[config.mk]
export PLATFORM = sky130hd
export DESIGN_NAME = r2fft_fifo
export DESIGN_NICKNAME = d
export VERILOG_FILES = /design/src/hw/rtl/r2fft_pkg.sv /design/src/hw/rtl/r2fft_fifo.sv
export SDC_FILE = /design/constraint.sdc
export NUM_CORES = 1
export LEC_CHECK = 0
export ABC_CLOCK_PERIOD_IN_PS = 2400
export BUFFER_PORTS_ARGS = -buffer_cell sky130_fd_sc_hd__buf_4
export CAP_MARGIN = 20
export CELL_PAD_IN_SITES_DETAIL_PLACEMENT = 0
export CELL_PAD_IN_SITES_GLOBAL_PLACEMENT = 1
export CORE_ASPECT_RATIO = 0.5
export CORE_MARGIN = 10
export CORE_UTILIZATION = 45
export CTS_CLUSTER_DIAMETER = 40
export DETAILED_ROUTE_END_ITERATION = 10
export HOLD_SLACK_MARGIN = 0.08
export PLACE_DENSITY_LB_ADDON = 0.1
export SLEW_MARGIN = 40
export SYNTH_ARGS = -nofsm -noshare
export SYNTH_HDL_FRONTEND = slang
export SYNTH_SLANG_ARGS = --single-unit
[constraint.sdc]
create_clock -name clk -period 2.4 [get_ports clk]
set_clock_uncertainty 0.15 [all_clocks]
set_input_delay 0.48 -clock clk [delete_from_list [all_inputs] [get_ports clk]]
set_output_delay 0.48 -clock clk [all_outputs]
set_load 0.02 [all_outputs]
[src/hw/rtl/r2fft_pkg.sv]
// shared types, constants and twiddle table for the radix-2 transform
package r2fft_pkg;

	localparam int SampleW = 16;
	localparam int DataW   = 24;
	localparam int TwW     = 17;
	localparam int MaxLog  = 6;

	typedef struct packed {
		logic [SampleW-1:0] value;
		logic               last;
	} sample_t;

	// round(32768*cos(2*pi*k/64)) for k = 0..16
	function automatic logic signed [TwW-1:0] quarter_cos(input logic [4:0] k);
		logic signed [TwW-1:0] r;
		case (k)
			5'd0:  r = 17'sd32768;
			5'd1:  r = 17'sd32610;
			5'd2:  r = 17'sd32138;
			5'd3:  r = 17'sd31357;
			5'd4:  r = 17'sd30274;
			5'd5:  r = 17'sd28899;
			5'd6:  r = 17'sd27246;
			5'd7:  r = 17'sd25330;
			5'd8:  r = 17'sd23170;
			5'd9:  r = 17'sd20788;
			5'd10: r = 17'sd18205;
			5'd11: r = 17'sd15447;
			5'd12: r = 17'sd12540;
			5'd13: r = 17'sd9512;
			5'd14: r = 17'sd6393;
			5'd15: r = 17'sd3212;
			default: r = 17'sd0;
		endcase
		return r;
	endfunction

	// exp(+j*2*pi*k/64): real part in [2*TwW-1:TwW], imaginary part below
	function automatic logic [2*TwW-1:0] twiddle(input logic [5:0] k);
		logic [4:0] m;
		logic [4:0] mc;
		logic signed [TwW-1:0] wr;
		logic signed [TwW-1:0] wi;
		m  = {1'b0, k[3:0]};
		mc = 5'd16 - m;
		case (k[5:4])
			2'd0: begin wr = quarter_cos(m); wi = quarter_cos(mc); end
			2'd1: begin wr = -quarter_cos(mc); wi = quarter_cos(m); end
			2'd2: begin wr = -quarter_cos(m); wi = -quarter_cos(mc); end
			default: begin wr = quarter_cos(mc); wi = -quarter_cos(m); end
		endcase
		return {wr, wi};
	endfunction

endpackage

[src/hw/rtl/r2fft_fifo.sv]
// short queue between sample intake and the transform engine
module r2fft_fifo (
	input  logic               clk,
	input  logic               arst_n,
	input  logic               flush,
	input  logic               push,
	input  r2fft_pkg::sample_t push_data,
	output logic               full,
	input  logic               pop,
	output logic               empty,
	output r2fft_pkg::sample_t pop_data
);
	r2fft_pkg::sample_t mem_q [4];
	logic [2:0] wr_q, rd_q;

	assign full     = (wr_q[1:0] == rd_q[1:0]) && (wr_q[2] != rd_q[2]);
	assign empty    = wr_q == rd_q;
	assign pop_data = mem_q[rd_q[1:0]];

	always_ff @(posedge clk or negedge arst_n) begin
		if (!arst_n) begin
			wr_q <= '0;
			rd_q <= '0;
		end else if (flush) begin
			wr_q <= '0;
			rd_q <= '0;
		end else begin
			if (push) wr_q <= wr_q + 3'd1;
			if (pop) rd_q <= rd_q + 3'd1;
		end
	end

	always_ff @(posedge clk) begin
		if (push) mem_q[wr_q[1:0]] <= push_data;
	end
endmodule

# Word level (Yosys, flattened, before mapping)
# Memory sizes are Yosys's and may differ from the RTL's.
# Index checks and enable logic that the tools add are counted.
[op_classes]
reduce_logical = 3
n_eq_ne = 3
addsub = 2
n_mux = 6
[ops]
columns = ["operator", "n"]
rows = [
  ["$mux W3", 4],
  ["$add A3 B1 Y3 const B", 2],
  ["$reduce_bool A2 Y1", 2],
  ["$eq A3 B3 Y1", 1],
  ["$eq A2 B2 Y1", 1],
  ["$mux W1", 2],
  ["$logic_and A1 B1 Y1", 1],
  ["$ne A1 B1 Y1", 1],
]
[word_totals]
out_inout_bits = 19
n_memories = 1
register_bits = 6
mem_bits_rw = 68
inputBits = 22
[mem_list]
columns = ["memory", "words", "width", "read_ports", "rd_clocked_by_memory_dff", "write_ports", "line_no", "source"]
rows = [
  ["mem_q", 4, 17, 1, 0, 1, "r2fft_fifo.sv:13", "r2fft_pkg::sample_t mem_q [4];"],
]

# Depth between registers and ports, before layout
[logic_depth]
ltp_word = 3
mapped_depth = 4
ltp_nobuf = 4

# Worst setup path after synthesis
# Ideal clock, no wire load.
[synth_path]
kind = "register -> output"
startpoint = "register rd_q[0]"
endpoint = "output port empty"
path_stages_with_launch = 5
path_slack_ps = 409
arrival_time_ps = 1361
cell_sequence = "dfrtp_1 > buf_6 > buf_12 > xor2_1 > nor3b_1"
[synth_between]
elab_chain_len = 1
[synth_lines]
columns = ["item", "line_no", "source"]
rows = [
  ["start, declared", "r2fft_fifo.sv:14", "logic [2:0] wr_q, rd_q;"],
  ["start signal, assigned", "r2fft_fifo.sv:29", "if (pop) rd_q <= rd_q + 3'd1;"],
  ["$eq A3 B3 Y1", "r2fft_fifo.sv:17", "assign empty = wr_q == rd_q;"],
  ["end, declared", "r2fft_fifo.sv:10", "output logic empty,"],
]
# Every way passes these cells.

==> results by group <==
Power and ir drop
  • Max VDD drop: about 360 uV
  • PD cells: 884 nW/um2
  • Leak: about 0.0013 uW

Clock tree
  • Clk_lat worst skew: ~330 ps
  • H-Tree Depth: 3
  • # Post-CTS Setup Buffers: 0
  • Clk buf depth: 2
  • CTS Buf Count: 9
  • Post-cts gate resize count: 0
  • CTS tree: done
  • Hold-fix buffers at CTS: 1
  • CTS clk-pin slew, worst paths: roughly 60 ps
  • Clock root buffer: clkbuf_16
  • Clock sinks: 74

Worst setup path
  • Worst Setup End Kind: output pin
  • Crit Path Class: register to output pin
  • CP Max Fanout: 20
  • Worst Path Arrival: 1680 ps
  • Reg2reg start: wr_q[0]$_DFFE_PN0P_
  • Crit start category: register
  • Critical path data required time: 1770 ps
  • Reg-to-reg slack, setup: about 860 ps
  • Reg2Reg Depth: 4
  • RR Endpoint: mem_q[2][3]$_DFFE_PP_

Cells and area
  • Area Growth Syn to Fin: 26.5%
  • Fill cells: between 400 and 500
  • Share of post-route cells with drive strength above 1: 0.401
  • Final Util: 0.596
  • Final #Nets: about 210
  • Antenna fix cells: 0

Hold path
  • Hold endpoint: mem_q[0][3]$_DFFE_PP_
  • Hold Crit Class: input pin to register
  • Worst Min Path Start: push_data[3]
  • Hold path cells: 1

Drt
  • Via density: around 5.0
  • Antenna-violating nets left: 0
  • Drt wl/cell: 17.8 um
  • Post-Route WL: about 5000 um
  • Via count: 1369
  • Drt pass-1 iters: 4
  • DR iter-0 viols: slightly below 80
  • DRC: 0

Timing
  • Final number of max-transition violations: 0
  • Max Clk Rate: ~430 MHz
  • Final worst-path cycle share: 0.961
  • Slew margin rel.: 0.825
  • TNS Setup: 0 ps
  • RSZ-0062 raised after global routing: no
  • Min Tclk post-route: ~2300 ps
  • Setup-failing EPs final: 0
  • Final hold violation count: 0
  • Slew @ Worst Pin: 263 ps

Floorplan
  • Die area: between 10000 and 15000 um2
  • FP Rows: 20
  • # IOs: 41
  • DIE HEIGHT: 76.6 um
  • Starting density of the core: 0.471
  • Core footprint: about 6000 um2
  • Die X: between 100 and 150 um

Synthesis
  • Share of the synthesized area in the top cell type: 0.708
  • Mapped Cells: between 100 and 150
  • Synth Cell Area: 2890 um2
  • Most common cell in the netlist: edfxtp_1
  • Proportion of synthesized area in mux cells: 0.151
  • Post-synth EDFFs: between 60 and 70
  • Dominant synthesized flop cell: edfxtp_1
  • Synth Register Bits: between 70 and 80
  • Ys Warns: 0
  • Synth top area cells: edfxtp_1, mux4_1, mux4_2
  • Xor and xnor fraction of the mapped netlist area: 0.0152
  • Unique cell type count in the Yosys netlist: 20
  • Synthesized area per cell: 22.9 um2
  • Synth Area in Simple Gates: 0.0234
  • Synth area leader: edfxtp_1
  • Sequential-to-total area share from yosys stat: 0.760
  • Compound-Gate Fraction of Synth Area: 0.0104
  • Adder-Cell Fraction of Synth Area: 0.0217
  • Syn nets: 153
  • Post-synth ARST share: 0.0811
  • Largest family of logic cells by synthesized area: multiplexers
  • Synth cell count leaders: edfxtp_1, mux4_1, mux4_2, dfrtp_1, ha_1

Global routing
  • Gr usage total: 0.100
  • Number of antenna violations at the first check in global routing: 0
  • Gr ovfl total: 0
  • Vias in the first global route: roughly 1500
  • First-pass GRT wire length: approximately 7700 um
  • Largest net degree at the start of global routing: 21

Place
  • Global placement routability congestion: 0.708
  • # port buffers: 40
  • DP HPWL: approximately 3200 um

Run
  • Max-Cap Viols: 0

Outcome
  • Outcome: finished, final reports clean
[cell usage in the layout, fill, tap and decap left out]
master / synthesis / layout
edfxtp_1: 68 / 68
xor2_1: 2 / 2
nand3b_1: 2 / 2
mux2i_1: 2 / 2
inv_6: 0 / 2
nor2_1: 4 / 4
bufinv_16: 0 / 1
inv_8: 0 / 2
inv_1: 2 / 2
clkbuf_16: 0 / 9
a21bo_2: 2 / 2
nor3b_1: 1 / 1
clkinvlp_4: 0 / 2
buf_12: 1 / 1
xnor2_1: 3 / 3
dlygate4sd3_1: 0 / 1
mux4_2: 8 / 8
ha_1: 5 / 5
mux4_1: 9 / 9
and2_1: 4 / 4
dfrtp_1: 6 / 6
nor3_1: 1 / 1
a21oi_1: 2 / 2
buf_4: 0 / 48
[critical path, cell delays in order (launching register included)]
cell	delay, ps
dfrtp_1	370
buf_12	210
mux4_1	580
buf_4	180
[power breakdown]
part	total, uW	internal, uW	leakage [uW]	switching [uW]
sequential	1490	1470	0.000705	18.1
clock	1360	826	0.000146	538
combinational	374	180	0.000482	194
total	3230	2480	0.00133	750
[how the worst max path moves through the flow]
stage	startpoint	to	cells past startpoint
after global routing	rd_q[0]$_DFFE_PN0P_	pop_data[6]	3
final	rd_q[0]$_DFFE_PN0P_	pop_data[6]	3
after CTS	rd_q[0]$_DFFE_PN0P_	pop_data[6]	3
after global placement	rd_q[0]$_DFFE_PN0P_	pop_data[6]	3
after detailed placement	rd_q[0]$_DFFE_PN0P_	pop_data[6]	3
after floorplan	rd_q[0]$_DFFE_PN0P_	empty	4
[cell families (layout without fill, tap and decap cells)]
family	Yosys count	count (layout)
compound gates	4	4
xor+xnor	5	5
fa+ha+maj	5	5
buf+inv	7	68
flops	74	74
mux	19	19
simple gates	12	12
[state kept, by name, indices dropped and copies added, names as in the netlist]
signal	count
rd_q	3
wr_q	3
mem_q	68
[metrics by stage]
stage	instance area, um2	hold slack, ps	setup WS [ps]	instances	power, uW
2_1_floorplan	2890	34.4	409	126	1730
3_3_place_gp	3330	141	439	258	1890
3_5_place_dp	3330	143	435	258	1900
4_1_cts	3650	183	73.9	275	3270
5_1_grt	3650	181	31.2	275	3360
6_report	3650	195	93.7	275	3230
[metal layers]
metal,vias to the layer above,track usage,share of wire
met5,-,0,0
met4,0,0.0551,0.018
met3,5,0.0441,0.055
met2,35,0.150,0.47
met1,700,0.119,0.45
li1,629,-,-
[final cells by class]
type,count,area (um2),share of cell area
repair buffers,50,390,0.107
inverters,2,7.51,0.00206
well taps,88,110,0.0302
multi-input cells,45,641,0.175
clock inverters,7,85.1,0.0233
clock buffers,9,225,0.0617
flip-flops and latches,74,2190,0.600
(Power assumes the default switching activity.)
